## src/rtl/core/grct_pkg.sv

```systemverilog
`default_nettype none
package grct_pkg;

    localparam int CELL_W     = 5;
    localparam int LOC_W      = 7;
    localparam int RESULT_CAP = 64;
    localparam int CNT_W      = 7;
    localparam int SHIFT_W    = 5;
    localparam int SIDE_W     = 6;
    localparam int NEAR_W     = 32;

    localparam logic signed [LOC_W-1:0] LOC_LO = -7'sd1;
    localparam logic signed [LOC_W-1:0] LOC_HI = 7'sd33;

    localparam logic [2:0] REG_ORIGIN_X = 3'd0;
    localparam logic [2:0] REG_ORIGIN_Y = 3'd1;
    localparam logic [2:0] REG_SHIFT    = 3'd2;
    localparam logic [2:0] REG_COLUMNS  = 3'd3;
    localparam logic [2:0] REG_ROWS     = 3'd4;

    typedef enum logic [1:0] {
        ST_CELL      = 2'd0,
        ST_ZERO_MOVE = 2'd1,
        ST_OUTSIDE   = 2'd2
    } t_status;

    typedef enum logic [2:0] {
        F_IDLE,
        F_CALC,
        F_MUL1,
        F_MUL2,
        F_PUSH
    } t_front_state;

    typedef enum logic [1:0] {
        B_IDLE,
        B_WALK,
        B_END,
        B_FLUSH
    } t_back_state;

    typedef struct packed {
        logic [SIDE_W-1:0]  cols;
        logic [SIDE_W-1:0]  rows;
        logic [SHIFT_W-1:0] shift;
    } t_grid;

    typedef struct packed {
        t_status                  status;
        logic                     end_in;
        logic signed [LOC_W-1:0]  x0;
        logic signed [LOC_W-1:0]  y0;
        logic signed [LOC_W-1:0]  ex;
        logic signed [LOC_W-1:0]  ey;
        logic                     x_pos;
        logic                     y_pos;
        logic                     x_still;
        logic                     y_still;
    } t_job_ctl;

    function automatic logic signed [LOC_W-1:0] clamp_loc(input logic signed [63:0] v);
        logic signed [LOC_W-1:0] r;
        if (v < 64'(LOC_LO)) begin
            r = LOC_LO;
        end else if (v > 64'(LOC_HI)) begin
            r = LOC_HI;
        end else begin
            r = v[LOC_W-1:0];
        end
        return r;
    endfunction

endpackage
`default_nettype wire

```

## src/rtl/core/grct_queue.sv

```systemverilog
`default_nettype none
module grct_queue #(
    parameter int WIDTH = 8,
    parameter int DEPTH = 2
) (
    input  wire logic             i_clk,
    input  wire logic             i_rst_n,
    input  wire logic             i_push,
    input  wire logic [WIDTH-1:0] i_data,
    input  wire logic             i_pop,
    output logic [WIDTH-1:0]      o_data,
    output logic                  o_full,
    output logic                  o_empty
);
    localparam int PTR_W = (DEPTH > 1) ? $clog2(DEPTH) : 1;
    localparam int CNT_W = $clog2(DEPTH + 1);

    logic [WIDTH-1:0] r_mem [DEPTH];
    logic [PTR_W-1:0] r_wr, r_rd;
    logic [CNT_W-1:0] r_cnt;

    assign o_full  = (r_cnt == CNT_W'(DEPTH));
    assign o_empty = (r_cnt == '0);
    assign o_data  = r_mem[r_rd];

    always_ff @(posedge i_clk) begin
        if (i_push) begin
            r_mem[r_wr] <= i_data;
        end
    end

    always_ff @(posedge i_clk) begin
        if (!i_rst_n) begin
            r_wr  <= '0;
            r_rd  <= '0;
            r_cnt <= '0;
        end else begin
            if (i_push) begin
                r_wr <= (r_wr == PTR_W'(DEPTH - 1)) ? '0 : r_wr + 1'b1;
            end
            if (i_pop) begin
                r_rd <= (r_rd == PTR_W'(DEPTH - 1)) ? '0 : r_rd + 1'b1;
            end
            if (i_push && !i_pop) begin
                r_cnt <= r_cnt + 1'b1;
            end else if (!i_push && i_pop) begin
                r_cnt <= r_cnt - 1'b1;
            end
        end
    end

`ifndef SYNTHESIS
    a_no_push_full: assert property (@(posedge i_clk) disable iff (!i_rst_n)
        o_full |-> !i_push) else $error("push into full job queue");
    a_no_pop_empty: assert property (@(posedge i_clk) disable iff (!i_rst_n)
        o_empty |-> !i_pop) else $error("pop from empty job queue");
    a_cnt_bound: assert property (@(posedge i_clk) disable iff (!i_rst_n)
        r_cnt <= CNT_W'(DEPTH)) else $error("job queue count overflow");
`endif
endmodule
`default_nettype wire

```

## src/rtl/core/grct_front.sv

```systemverilog
`default_nettype none
module grct_front
    import grct_pkg::*;
#(
    parameter int COORD_BITS = 24
) (
    input  wire logic                         i_clk,
    input  wire logic                         i_rst_n,
    input  wire logic                         i_valid,
    output logic                              o_ready,
    input  wire logic signed [COORD_BITS-1:0] i_start_x,
    input  wire logic signed [COORD_BITS-1:0] i_start_y,
    input  wire logic signed [COORD_BITS-1:0] i_move_x,
    input  wire logic signed [COORD_BITS-1:0] i_move_y,
    input  wire logic signed [COORD_BITS-1:0] i_origin_x,
    input  wire logic signed [COORD_BITS-1:0] i_origin_y,
    input  wire t_grid                        i_grid,
    input  wire logic                         i_full,
    output logic                              o_push,
    output t_job_ctl                          o_ctl,
    output logic signed [COORD_BITS+38:0]     o_d,
    output logic signed [COORD_BITS+38:0]     o_inc_x,
    output logic signed [COORD_BITS+38:0]     o_inc_y
);
    localparam int CB    = COORD_BITS;
    localparam int REL_W = CB + 2;
    localparam int D_W   = CB + 39;
    localparam int P_W   = NEAR_W + CB;

    t_front_state r_state, n_state;

    logic signed [CB-1:0] r_sx, r_sy, r_mx, r_my;
    t_job_ctl             r_ctl;
    logic [NEAR_W-1:0]    r_nx, r_ny;
    logic [CB-1:0]        r_ax, r_ay;
    logic signed [D_W-1:0] r_inc_x, r_inc_y, r_d;
    logic [P_W-1:0]       r_p1;

    logic signed [REL_W-1:0] rsx, rsy, x_full, y_full, ex_full, ey_full, cols_s, rows_s;
    logic [63:0]          relx64, rely64;
    logic [NEAR_W-1:0]    csize, offx, offy;
    logic [CB-1:0]        ax_c, ay_c;
    logic                 mx_pos, my_pos, zero_move, start_in, end_in;
    t_job_ctl             ctl_c;
    logic [NEAR_W-1:0]    mul_a;
    logic [CB-1:0]        mul_b;
    logic [P_W-1:0]       mul_p;

    // classify the ray and find the first boundary distances
    always_comb begin
        rsx     = REL_W'(r_sx) - REL_W'(i_origin_x);
        rsy     = REL_W'(r_sy) - REL_W'(i_origin_y);
        x_full  = rsx >>> i_grid.shift;
        y_full  = rsy >>> i_grid.shift;
        ex_full = (rsx + REL_W'(r_mx)) >>> i_grid.shift;
        ey_full = (rsy + REL_W'(r_my)) >>> i_grid.shift;
        cols_s  = REL_W'($signed({1'b0, i_grid.cols}));
        rows_s  = REL_W'($signed({1'b0, i_grid.rows}));
        zero_move = (r_mx == '0) && (r_my == '0);
        start_in  = (x_full >= 0) && (x_full < cols_s) && (y_full >= 0) && (y_full < rows_s);
        end_in    = (ex_full >= 0) && (ex_full < cols_s) && (ey_full >= 0) && (ey_full < rows_s);
        mx_pos = !r_mx[CB-1] && (r_mx != '0);
        my_pos = !r_my[CB-1] && (r_my != '0);
        ax_c   = r_mx[CB-1] ? CB'(-r_mx) : CB'(r_mx);
        ay_c   = r_my[CB-1] ? CB'(-r_my) : CB'(r_my);
        relx64 = 64'(rsx);
        rely64 = 64'(rsy);
        csize  = NEAR_W'(1) << i_grid.shift;
        offx   = relx64[NEAR_W-1:0] & (csize - 1'b1);
        offy   = rely64[NEAR_W-1:0] & (csize - 1'b1);

        if (zero_move) begin
            ctl_c.status = ST_ZERO_MOVE;
        end else if (!start_in) begin
            ctl_c.status = ST_OUTSIDE;
        end else begin
            ctl_c.status = ST_CELL;
        end
        ctl_c.end_in  = end_in;
        ctl_c.x0      = clamp_loc(64'(x_full));
        ctl_c.y0      = clamp_loc(64'(y_full));
        ctl_c.ex      = clamp_loc(64'(ex_full));
        ctl_c.ey      = clamp_loc(64'(ey_full));
        ctl_c.x_pos   = mx_pos;
        ctl_c.y_pos   = my_pos;
        ctl_c.x_still = (r_mx == '0);
        ctl_c.y_still = (r_my == '0);
    end

    // one shared multiplier for the two cross products
    always_comb begin
        if (r_state == F_MUL1) begin
            mul_a = r_nx;
            mul_b = r_ay;
        end else begin
            mul_a = r_ny;
            mul_b = r_ax;
        end
        mul_p = P_W'(mul_a) * P_W'(mul_b);
    end

    always_comb begin
        n_state = r_state;
        case (r_state)
            F_IDLE:  if (i_valid) n_state = F_CALC;
            F_CALC:  n_state = F_MUL1;
            F_MUL1:  n_state = F_MUL2;
            F_MUL2:  n_state = F_PUSH;
            F_PUSH:  if (!i_full) n_state = F_IDLE;
            default: n_state = F_IDLE;
        endcase
    end

    always_comb begin
        o_ready = (r_state == F_IDLE);
        o_push  = (r_state == F_PUSH) && !i_full;
    end

    assign o_ctl   = r_ctl;
    assign o_d     = r_d;
    assign o_inc_x = r_inc_x;
    assign o_inc_y = r_inc_y;

    always_ff @(posedge i_clk) begin
        if (!i_rst_n) begin
            r_state <= F_IDLE;
        end else begin
            r_state <= n_state;
        end
    end

    always_ff @(posedge i_clk) begin
        case (r_state)
            F_IDLE: begin
                if (i_valid) begin
                    r_sx <= i_start_x;
                    r_sy <= i_start_y;
                    r_mx <= i_move_x;
                    r_my <= i_move_y;
                end
            end
            F_CALC: begin
                r_ctl   <= ctl_c;
                r_nx    <= mx_pos ? csize - offx : offx;
                r_ny    <= my_pos ? csize - offy : offy;
                r_ax    <= ax_c;
                r_ay    <= ay_c;
                r_inc_x <= D_W'(ay_c) << i_grid.shift;
                r_inc_y <= D_W'(ax_c) << i_grid.shift;
            end
            F_MUL1: r_p1 <= mul_p;
            F_MUL2: r_d  <= D_W'(r_p1) - D_W'(mul_p);
            default: ;
        endcase
    end
endmodule
`default_nettype wire

```

## src/rtl/core/grct_back.sv

```systemverilog
`default_nettype none
module grct_back
    import grct_pkg::*;
#(
    parameter int COORD_BITS = 24
) (
    input  wire logic                         i_clk,
    input  wire logic                         i_rst_n,
    input  wire logic                         i_empty,
    output logic                              o_pop,
    input  wire t_job_ctl                     i_ctl,
    input  wire logic signed [COORD_BITS+38:0] i_d,
    input  wire logic signed [COORD_BITS+38:0] i_inc_x,
    input  wire logic signed [COORD_BITS+38:0] i_inc_y,
    input  wire t_grid                        i_grid,
    output logic                              o_valid,
    input  wire logic                         i_ready,
    output logic [CELL_W-1:0]                 o_col,
    output logic [CELL_W-1:0]                 o_row,
    output t_status                           o_status,
    output logic                              o_last
);
    localparam int D_W = COORD_BITS + 39;

    t_back_state r_state, n_state;

    t_job_ctl                r_ctl;
    logic signed [LOC_W-1:0] r_x, r_y;
    logic signed [D_W-1:0]   r_d, r_inc_x, r_inc_y;
    logic [CNT_W-1:0]        r_cnt;
    logic                    r_seen, r_have;
    logic [CELL_W-1:0]       r_pend_col, r_pend_row;
    t_status                 r_pend_status;
    logic                    r_out_valid, r_out_last;
    logic [CELL_W-1:0]       r_out_col, r_out_row;
    t_status                 r_out_status;

    logic adv, px, py, outside, term, step_x, emit, add_end, push_out;
    logic signed [LOC_W-1:0] cols_s, rows_s;

    always_comb begin
        adv     = !r_out_valid || i_ready;
        cols_s  = $signed({1'b0, i_grid.cols});
        rows_s  = $signed({1'b0, i_grid.rows});
        px      = r_ctl.x_pos ? (r_x >= r_ctl.ex) : (r_x <= r_ctl.ex);
        py      = r_ctl.y_pos ? (r_y >= r_ctl.ey) : (r_y <= r_ctl.ey);
        outside = (r_x < 0) || (r_x >= cols_s) || (r_y < 0) || (r_y >= rows_s);
        term    = (r_ctl.end_in && px && py) || outside;
        // tie goes to y
        if (r_ctl.x_still) begin
            step_x = 1'b0;
        end else if (r_ctl.y_still) begin
            step_x = 1'b1;
        end else begin
            step_x = r_d < 0;
        end
    end

    always_comb begin
        n_state = r_state;
        case (r_state)
            B_IDLE: begin
                if (!i_empty) n_state = (i_ctl.status != ST_CELL) ? B_FLUSH : B_WALK;
            end
            B_WALK: begin
                if (adv && (term || r_cnt == CNT_W'(RESULT_CAP - 1))) n_state = B_END;
            end
            B_END:   if (adv) n_state = B_FLUSH;
            B_FLUSH: if (adv) n_state = B_IDLE;
            default: n_state = B_IDLE;
        endcase
    end

    always_comb begin
        o_pop    = (r_state == B_IDLE) && !i_empty;
        emit     = (r_state == B_WALK) && adv && !term;
        add_end  = (r_state == B_END) && adv && r_ctl.end_in && !r_seen
                   && (r_cnt < CNT_W'(RESULT_CAP));
        push_out = ((emit || add_end) && r_have) || ((r_state == B_FLUSH) && adv);
    end

    always_ff @(posedge i_clk) begin
        if (!i_rst_n) begin
            r_state     <= B_IDLE;
            r_have      <= 1'b0;
            r_cnt       <= '0;
            r_out_valid <= 1'b0;
        end else begin
            r_state <= n_state;
            if (o_pop) begin
                r_have <= (i_ctl.status != ST_CELL);
                r_cnt  <= '0;
            end else if (emit) begin
                r_have <= 1'b1;
                r_cnt  <= r_cnt + 1'b1;
            end else if (add_end) begin
                r_have <= 1'b1;
            end else if ((r_state == B_FLUSH) && adv) begin
                r_have <= 1'b0;
            end
            if (push_out) begin
                r_out_valid <= 1'b1;
            end else if (i_ready) begin
                r_out_valid <= 1'b0;
            end
        end
    end

    always_ff @(posedge i_clk) begin
        if (o_pop) begin
            r_ctl         <= i_ctl;
            r_x           <= i_ctl.x0;
            r_y           <= i_ctl.y0;
            r_d           <= i_d;
            r_inc_x       <= i_inc_x;
            r_inc_y       <= i_inc_y;
            r_seen        <= 1'b0;
            r_pend_col    <= '0;
            r_pend_row    <= '0;
            r_pend_status <= i_ctl.status;
        end else if (emit) begin
            r_pend_col    <= r_x[CELL_W-1:0];
            r_pend_row    <= r_y[CELL_W-1:0];
            r_pend_status <= ST_CELL;
            if (r_x == r_ctl.ex && r_y == r_ctl.ey) r_seen <= 1'b1;
            if (step_x) begin
                r_d <= r_d + r_inc_x;
                r_x <= r_ctl.x_pos ? r_x + 1'b1 : r_x - 1'b1;
            end else begin
                r_d <= r_d - r_inc_y;
                r_y <= r_ctl.y_pos ? r_y + 1'b1 : r_y - 1'b1;
            end
        end else if (add_end) begin
            r_pend_col    <= r_ctl.ex[CELL_W-1:0];
            r_pend_row    <= r_ctl.ey[CELL_W-1:0];
            r_pend_status <= ST_CELL;
        end
        if (push_out) begin
            r_out_col    <= r_pend_col;
            r_out_row    <= r_pend_row;
            r_out_status <= r_pend_status;
            r_out_last   <= (r_state == B_FLUSH);
        end
    end

    assign o_valid  = r_out_valid;
    assign o_col    = r_out_col;
    assign o_row    = r_out_row;
    assign o_status = r_out_status;
    assign o_last   = r_out_last;

`ifndef SYNTHESIS
    a_cap: assert property (@(posedge i_clk) disable iff (!i_rst_n)
        r_cnt <= CNT_W'(RESULT_CAP)) else $error("cell count beyond cap");
    a_status_last: assert property (@(posedge i_clk) disable iff (!i_rst_n)
        (r_out_valid && r_out_status != ST_CELL) |-> r_out_last)
        else $error("status result not marked last");
    a_flush_pending: assert property (@(posedge i_clk) disable iff (!i_rst_n)
        (r_state == B_FLUSH) |-> r_have) else $error("flush with no pending result");
`endif
endmodule
`default_nettype wire

```

## src/rtl/core/grid_ray_cell_traversal_unit.sv

```systemverilog
`default_nettype none
// Channel   Dir  Beat contents
// s_axis    in   tdata: start_x, start_y, move_x, move_y (COORD_BITS each, low first)
// m_axis    out  tdata: cell_col[4:0], cell_row[9:5], status[11:10]; tlast: last
// apb       in   origin_x @0x00, origin_y @0x04, cell_shift @0x08,
//                grid_columns @0x0C, grid_rows @0x10
//
// The front takes one ray at a time: it classifies it and computes the
// initial crossing difference with one shared multiplier, then queues it.
// The back walks one cell per cycle, unless the output stalls, from an
// incremental difference register; the walk stops at the result cap. It
// then adds the end cell if needed and flushes; a status-only ray only flushes.
// Reset is synchronous and active low; control and APB registers return to defaults.
// Either side stalls on its own; results wait in an output register.
module grid_ray_cell_traversal_unit
    import grct_pkg::*;
#(
    parameter int MAX_SIDE_CELLS = 32,
    parameter int COORD_BITS     = 24
) (
    input  wire logic                    i_clk,
    input  wire logic                    i_rst_n,
    input  wire logic                    s_axis_tvalid,
    output logic                         s_axis_tready,
    // start_x, start_y, move_x, move_y from bit 0 up
    input  wire logic [((4*COORD_BITS+7)/8)*8-1:0] s_axis_tdata,
    output logic                         m_axis_tvalid,
    input  wire logic                    m_axis_tready,
    // cell_col, cell_row, status from bit 0 up
    output logic [15:0]                  m_axis_tdata,
    output logic                         m_axis_tlast,
    input  wire logic                    psel,
    input  wire logic                    penable,
    input  wire logic                    pwrite,
    input  wire logic [4:0]              paddr,
    input  wire logic [31:0]             pwdata,
    output logic [31:0]                  prdata,
    output logic                         pready
);
    localparam int CB  = COORD_BITS;
    localparam int D_W = CB + 39;
    localparam int Q_W = $bits(t_job_ctl) + 3 * D_W;

    logic signed [CB-1:0]  r_origin_x, r_origin_y;
    logic [SHIFT_W-1:0]    r_shift;
    logic [SIDE_W-1:0]     r_cols, r_rows;
    logic [2:0]            reg_idx;
    logic                  wr_en;
    t_grid                 grid;

    // front to queue, queue to back
    logic                  f_push, q_full, q_empty, q_pop;
    t_job_ctl              f_ctl, q_ctl;
    logic signed [D_W-1:0] f_d, f_inc_x, f_inc_y, q_d, q_inc_x, q_inc_y;
    logic [Q_W-1:0]        q_in, q_out;

    logic [CELL_W-1:0]     b_col, b_row;
    t_status               b_status;

    assign pready  = 1'b1;
    assign reg_idx = paddr[4:2];
    assign wr_en   = psel && penable && pwrite && pready;

    always_ff @(posedge i_clk) begin
        if (!i_rst_n) begin
            r_origin_x <= '0;
            r_origin_y <= '0;
            r_shift    <= SHIFT_W'(8);
            r_cols     <= SIDE_W'(32);
            r_rows     <= SIDE_W'(32);
        end else if (wr_en) begin
            case (reg_idx)
                REG_ORIGIN_X: r_origin_x <= pwdata[CB-1:0];
                REG_ORIGIN_Y: r_origin_y <= pwdata[CB-1:0];
                REG_SHIFT:    r_shift    <= pwdata[SHIFT_W-1:0];
                REG_COLUMNS:  r_cols     <= pwdata[SIDE_W-1:0];
                REG_ROWS:     r_rows     <= pwdata[SIDE_W-1:0];
                default: ;
            endcase
        end
    end

    always_comb begin
        case (reg_idx)
            REG_ORIGIN_X: prdata = 32'(r_origin_x);
            REG_ORIGIN_Y: prdata = 32'(r_origin_y);
            REG_SHIFT:    prdata = 32'(r_shift);
            REG_COLUMNS:  prdata = 32'(r_cols);
            REG_ROWS:     prdata = 32'(r_rows);
            default:      prdata = '0;
        endcase
    end

    // saturate the grid size to what the output indices can hold
    always_comb begin
        grid.cols  = (r_cols > SIDE_W'(MAX_SIDE_CELLS)) ? SIDE_W'(MAX_SIDE_CELLS) : r_cols;
        grid.rows  = (r_rows > SIDE_W'(MAX_SIDE_CELLS)) ? SIDE_W'(MAX_SIDE_CELLS) : r_rows;
        grid.shift = r_shift;
    end

    grct_front #(.COORD_BITS(CB)) u_front (
        .i_clk      (i_clk),
        .i_rst_n    (i_rst_n),
        .i_valid    (s_axis_tvalid),
        .o_ready    (s_axis_tready),
        .i_start_x  (s_axis_tdata[CB-1:0]),
        .i_start_y  (s_axis_tdata[2*CB-1:CB]),
        .i_move_x   (s_axis_tdata[3*CB-1:2*CB]),
        .i_move_y   (s_axis_tdata[4*CB-1:3*CB]),
        .i_origin_x (r_origin_x),
        .i_origin_y (r_origin_y),
        .i_grid     (grid),
        .i_full     (q_full),
        .o_push     (f_push),
        .o_ctl      (f_ctl),
        .o_d        (f_d),
        .o_inc_x    (f_inc_x),
        .o_inc_y    (f_inc_y)
    );

    assign q_in = {f_ctl, f_d, f_inc_x, f_inc_y};
    assign {q_ctl, q_d, q_inc_x, q_inc_y} = q_out;

    grct_queue #(.WIDTH(Q_W), .DEPTH(2)) u_queue (
        .i_clk   (i_clk),
        .i_rst_n (i_rst_n),
        .i_push  (f_push),
        .i_data  (q_in),
        .i_pop   (q_pop),
        .o_data  (q_out),
        .o_full  (q_full),
        .o_empty (q_empty)
    );

    grct_back #(.COORD_BITS(CB)) u_back (
        .i_clk    (i_clk),
        .i_rst_n  (i_rst_n),
        .i_empty  (q_empty),
        .o_pop    (q_pop),
        .i_ctl    (q_ctl),
        .i_d      (q_d),
        .i_inc_x  (q_inc_x),
        .i_inc_y  (q_inc_y),
        .i_grid   (grid),
        .o_valid  (m_axis_tvalid),
        .i_ready  (m_axis_tready),
        .o_col    (b_col),
        .o_row    (b_row),
        .o_status (b_status),
        .o_last   (m_axis_tlast)
    );

    assign m_axis_tdata = {4'b0, b_status, b_row, b_col};
endmodule
`default_nettype wire
```

## config.mk

```make
export PLATFORM = sky130hd
export DESIGN_NAME = grid_ray_cell_traversal_unit
export DESIGN_NICKNAME = d
export VERILOG_FILES = /design/src/rtl/core/grct_pkg.sv /design/src/rtl/core/grct_queue.sv /design/src/rtl/core/grct_front.sv /design/src/rtl/core/grct_back.sv /design/src/rtl/core/grid_ray_cell_traversal_unit.sv
export SDC_FILE = /design/constraint.sdc
export NUM_CORES = 2
export LEC_CHECK = 0
export BUFFER_PORTS_ARGS = -buffer_cell sky130_fd_sc_hd__buf_2
export CAP_MARGIN = 25
export CORE_MARGIN = 1.5
export CORE_UTILIZATION = 40
export DETAILED_ROUTE_END_ITERATION = 10
export GPL_TIMING_DRIVEN = 0
export HOLD_SLACK_MARGIN = 0.15
export PLACE_DENSITY = 0.54
export SYNTH_ARGS = -nofsm -noshare
export SYNTH_HDL_FRONTEND = slang
export SYNTH_SLANG_ARGS = --single-unit
```

## constraint.sdc

```tcl
create_clock -name i_clk -period 27.1 [get_ports i_clk]
set_clock_uncertainty 0.15 [all_clocks]
set_input_delay 0 -clock i_clk [delete_from_list [all_inputs] [get_ports i_clk]]
set_output_delay 0 -clock i_clk [all_outputs]
set_load 0.02 [all_outputs]
```

After elaboration in Yosys (flattened, before gate mapping)

Memory sizes are Yosys's and may differ from the RTL's. A register that Yosys moved wholly into a read port is not among the register bits.
Cells that the tools add are included.

Register bits after elaboration: 819
Latch bits: 0
Memory bits (writable): 448
Bits in read-only memories: 0
Bits of input ports: 140
Output and inout bits: 52
Word-level logic and storage cells: 277
Memories kept: 1

$add $sub $neg: 21
$mul: 1
Div/mod/pow operators: 0
Order comparisons: 28
Eq/ne operators: 22
Shift operators: 7
Mux-type cells: 59
Bitwise gates (word level): 3
Reductions and logical operators: 76

Memories:

| name          | words | width | rd ports | clocked after memory_dff | wr ports | line             | RTL |
|---|---|---|---|---|---|---|---|
| u_queue.r_mem | 2     | 224   | 1        | 1                        | 1        | grct_queue.sv:18 | `logic [WIDTH-1:0] r_mem [DEPTH];` |

Operator list:

| operator            | count |
|---|---|
| $mux 63             | 3 |
| $pmux 32 s5         | 1 |
| $shl 24x5->63       | 2 |
| $ge 26x1->1 const B | 4 |
| $gt 26x7->1 const B | 4 |
| $lt 26x1->1 const B | 4 |
| $lt 26x7->1         | 4 |
| $mux 32             | 3 |
| $mux 7              | 12 |
| $mux 24             | 3 |
| $and 32x32->32      | 2 |
| $sub 32x32->32      | 2 |
| $add 63x63->63      | 1 |
| $lt 63x1->1 const B | 1 |
| $sub 63x63->63      | 1 |
| $sub 56x56->57      | 1 |
| $mul 32x24->56      | 1 |
| $add 25x24->26      | 2 |
| $sshr 25x5->26      | 2 |
| $sshr 26x5->26      | 2 |
| $sub 24x24->25      | 2 |
| $logic_not 24->1    | 2 |
| $neg 24->24         | 2 |
| $reduce_bool 24->1  | 2 |
| other kinds (40)    | 154 |

Longest topological paths before layout

Word-level depth: 13
Mapped depth: 53
Gate-level depth less buffers: 48

Hierarchy

From an unflattened synthesis, not the netlist that was laid out.

Cell total of the unflattened synthesis: 9,733
Area, all modules: 97,559.8 um^2

Modules (own cells, without submodules):

| module                       | times used | cells an instance | area an instance (um^2) | seq. area each (um^2) |
|---|---|---|---|---|
| grct_front                   | 1          | 7,125             | 61,815.5                | 14,053.5 |
| grct_queue                   | 1          | 719               | 17,036.3                | 13,553.0 |
| grct_back                    | 1          | 1,564             | 15,625.0                | 7,557.2 |
| grid_ray_cell_traversal_unit | 1          | 325               | 3,083.0                 | 1,301.2 |

Least setup slack after synthesis

No wires, ideal clock.

Path kind: register to register
From: register u_front.r_state[2]
To: register u_front.r_ctl (netlist bit u_front.o_ctl[0]), enable pin
Library setup time: 1,242 ps
Arrival: 19,046 ps
Required time: 25,708 ps
Setup slack: 6,662 ps
Stages on the path, launching flop included: 3
Buffers on the path: 1
Period minus slack after synthesis: 20,438 ps
Cells stage by stage: dfxtp_1 > clkbuf_1 > nor3b_1

Word-level cells in the longest chain between the ends: 1

RTL lines:

| item                     | line              | RTL |
|---|---|---|
| start: declaration       | grct_front.sv:30  | `t_front_state r_state, n_state;` |
| start signal: assignment | grct_front.sv:128 | `r_state <= n_state;` |
| $eq 3x1->1               | grct_front.sv:133 | `case (r_state)` |
| end signal: assignment   | grct_front.sv:143 | `r_ctl <= ctl_c;` |
| end: declaration         | grct_front.sv:33  | `t_job_ctl r_ctl;` |

Every way passes these cells.
A chain may end at the register's enable or synchronous reset.

Final worst setup path

From: register u_front.r_state[2]
To: register u_front.r_d[49], in the netlist u_front.o_d[49], data pin

Word-level cells in the longest chain between the ends: 4
Elaborated cells on any way between the ends: 5
Those cells by class: add/sub (1); mul (1); eq/ne (1); mux (2)

RTL lines:

| item                                      | line              | RTL |
|---|---|---|
| $eq 3x2->1 *                              | grct_front.sv:92  | `if (r_state == F_MUL1) begin` |
| $mux 32 / $mux 24 (equally long branches) | grct_front.sv:92  |  |
| $mul 32x24->56 *                          | grct_front.sv:99  | `mul_p = P_W'(mul_a) * P_W'(mul_b);` |
| via u_front.mul_p[28]                     | grct_front.sv:47  | `logic [P_W-1:0] mul_p;` |
| $sub 56x56->57 *                          | grct_front.sv:152 | `F_MUL2: r_d <= D_W'(r_p1) - D_W'(mul_p);` |
| end signal: assignment                    | grct_front.sv:152 |  |
| end: declaration                          | grct_front.sv:36  | `logic signed [D_W-1:0] r_inc_x, r_inc_y, r_d;` |

The timed path passes the listed nets; every way through them passes the cells marked *.

==> results.cfg <==
[finish]
drive_above_1_share_pct = 9.66
nNetsFinal = 11337
syn_to_final_growth_pct = 15.1

[synthesis]
ys_types = 122
ys_async_sr_fraction_pct = 0
synth_area_mm2 = 0.0932
synth-seq-cells = 1186
synth_largest_area_cell = edfxtp_1
synth_top_family_by_area = adder cells
yosys_warnings = 0
syn_area_per_cell_um2 = 9.98
synth_compound_area_share_pct = 13.4
synth_flop_cell = edfxtp_1
synth.top_cells.by_area = edfxtp_1 35%, fa_1 14%, ha_1 6.1%, nand2_1 4.2%, nor2_1 4.0%
synth-simple-area-share_pct = 12.7
synth_top_area_share_pct = 35.1
muxShareOfSynthArea_pct = 6.53
synth_edf_count = 1091
synth_xor_area_share_pct = 3.76
synthCells = 9343
synth-seq-area-share_pct = 37.2
synthAdderAreaFrac_pct = 20.5

[routing]
wl_per_cell_um = 29.9
first_pass_iters = 9
vias = 77129
viasPerCell = 5.83
routed_wl_um = 396000
drc = 0
drt_iter0_drc = 8029
detail-route-antenna-nets = 0

[cts]
cts-htree-levels = 4
cts_tree = yes
root_buffer = clkbuf_16
cts_sinks = 1186
max-clock-path-buffers = 3
clk_pin_slew_worst_paths_ns = 0.06
cts_made_buffers = 136
cts_resized = 0
postCtsSetupBuffers = 0
clk_latency_ns = 0.82

[critical_path]
worstPathRequired_ns = 27.49
max_stage_delay_ns = 0.79
cpMaxStageDelayCell = clkbuf_1
r2r_cells = 51
cp-start-kind = register
worstSetupPathType = reg2reg
r2r-start = u_front.r_state[2]
crit_path_end_kind = register
r2r_slack_ns = 11.13
arrival_ns = 16.35
critPathMaxFanout = 10
r2r-end = u_front.o_d[49]

[grt]
antenna_found_initial = 26
grt_util_all_layers_pct = 33.2
grt_overflow = 0
grt_pass1_wl_um = 558000
grt_max_degree = 70
grt_pass1_vias = 76265

[outcome]
outcome = complete, no violations

[timing]
period_needed_ns = 15.97
period_share_pct = 58.9
setup_slack_ns = 11.13
finalMaxSlewViolations = 0
rsz0062_at_grt = false
maxSlewHeadroom_pct = 13.9
hold_violations = 0
max_freq_mhz = 62.6
setup_viol = 0
worstMarginPinSlew_ns = 1.26

[die]
dieArea_mm2 = 0.236
row_count = 177
dieHeight_um = 486
io_pins = 192
dieWidth_um = 486
coreArea_mm2 = 0.232
start_util_pct = 40.2

[placement]
dp_hpwl_um = 322000
gp_congestion = 1.07
place_ws_ns = 11.23
numPortBuffers = 175

[job]
cap_violations = 0

[worst_hold_path]
min_path_cells = 3
worstHoldEndpoint = u_front.r_mx[3]
min_from = s_axis_tvalid
min_path_type = in2reg
layout by cell type (no fill, tap or decap), drive strengths merged, types with 91 or more instances in the layout:
cell type	netlist	layout
clkbuf	353	523
mux2i	290	290
nand3	120	120
ha	454	454
nor3	121	121
edfxtp	1091	1091
fa	666	666
inv	995	1001
a211oi	91	91
dlygate4sd3	0	266
xor2	143	143
o21ai	415	415
mux2	227	227
dfxtp	95	95
nand2	1048	1048
a21o	160	160
buf	102	427
xnor2	252	252
nor2	993	993
a21oi	604	604
layer usage:
metal	track usage [%]	vias to the layer above	wire (µm)
li1	-	33928	-
met1	45.0	38636	169000
met2	49.4	3763	168000
met3	7.67	792	35900
met4	17.0	10	23500
met5	0	-	63
worst max-delay path, delay by kind of cell (launching register included):
kind / cells / cell delay [ns]
adders and majority gates: 11 / 4.96
AOI/OAI and AO/OA: 17 / 3.97
buffers and inverters: 13 / 3.39
and+or+nand+nor: 7 / 1.71
muxes: 1 / 0.77
xor gates and xnor gates: 2 / 0.40
DFF: 1 / 0.29
repair_timing:
item / in CTS / in global routing
endpoints found under the setup margin: 0 / 0
hold buffers: 266 / 0
hold endpoints to repair: 298 / 0
cell type report:
cell class / instances / area (µm²)
diodes: 12 / 30.0
plain buffers: 455 / 1810
clock buffers: 168 / 3600
clock inverters: 79 / 981
fillers: 22020 / 125000
inverters: 998 / 3750
multi-input cells: 6707 / 53200
flip-flops and latches: 1186 / 34700
well taps: 3043 / 3810
repair buffers: 593 / 5500
stage by stage:
step                      utilization [%]  hold WS [ns]  setup TNS [ns]  instances  cell area (µm²)
after detailed placement             43.1        0.0281               0      12707            99900
final                                46.2         0.214               0      13241           107000
after CTS                            46.2         0.198               0      13220           107000
after floorplan                         -       -0.0881               0       9346            93200
after global routing                 46.2         0.210               0      13231           107000
after global placement               42.2        0.0262         -951.70      12564            97900
cell usage after synthesis (40+ instances only):
cell type	count
a211oi_1	84
a21o_1	160
a21oi_1	594
a31oi_1	59
and2_1	68
buf_1	67
clkbuf_1	353
dfxtp_1	95
edfxtp_1	1091
fa_1	666
ha_1	454
inv_1	990
mux2_2	227
mux2i_1	290
nand2_1	1044
nand2b_1	53
nand3_1	119
nand4_1	45
nor2_1	992
nor2b_1	61
nor3_1	114
o211ai_1	43
o21a_1	45
o21ai_0	375
o21bai_1	50
o22ai_1	69
o31ai_1	40
xnor2_1	249
xor2_1	141
worst max path at each step:
stage / startpoint / to / slack, ns / cells past startpoint
4_1_cts: u_front.r_state[2] / u_front.o_d[49] / 11.15 / 51
2_1_floorplan: u_front.r_state[2] / u_front.o_ctl[0] / 6.66 / 2
6_report: u_front.r_state[2] / u_front.o_d[49] / 11.13 / 51
5_1_grt: u_front.r_state[2] / u_front.o_d[55] / 10.55 / 52
3_3_place_gp: u_front.r_state[2] / u_front.r_nx[15] / -3.83 / 2
3_5_place_dp: u_front.r_state[2] / u_front.o_d[49] / 11.23 / 51
cells by family (layout without fill, tap and decap cells):
family,after synthesis,after routing
and+or+nand+nor,2721,2721
AOI/OAI and AO/OA,1913,1913
buffers and inverters,1453,2293
DFF,1186,1186
adders and majority gates,1128,1128
muxes,545,545
xor gates and xnor gates,395,395
other,2,17
sequential cells by signal (all words and copies together), names as in the netlist, 32 cells and up, named ones only:
| register | count |
|---|---|
| u_back.r_d | 63 |
| u_back.r_inc_x | 55 |
| u_back.r_inc_y | 55 |
| u_front.o_ctl | 35 |
| u_front.o_d | 57 |
| u_front.o_inc_x | 55 |
| u_front.o_inc_y | 55 |
| u_front.r_nx | 32 |
| u_front.r_ny | 32 |
| u_front.r_p1 | 56 |
| u_queue.r_mem | 404 |
Power is not shown: default switching activity piles up to over one toggle a cycle in this logic, so the estimate is an artifact.
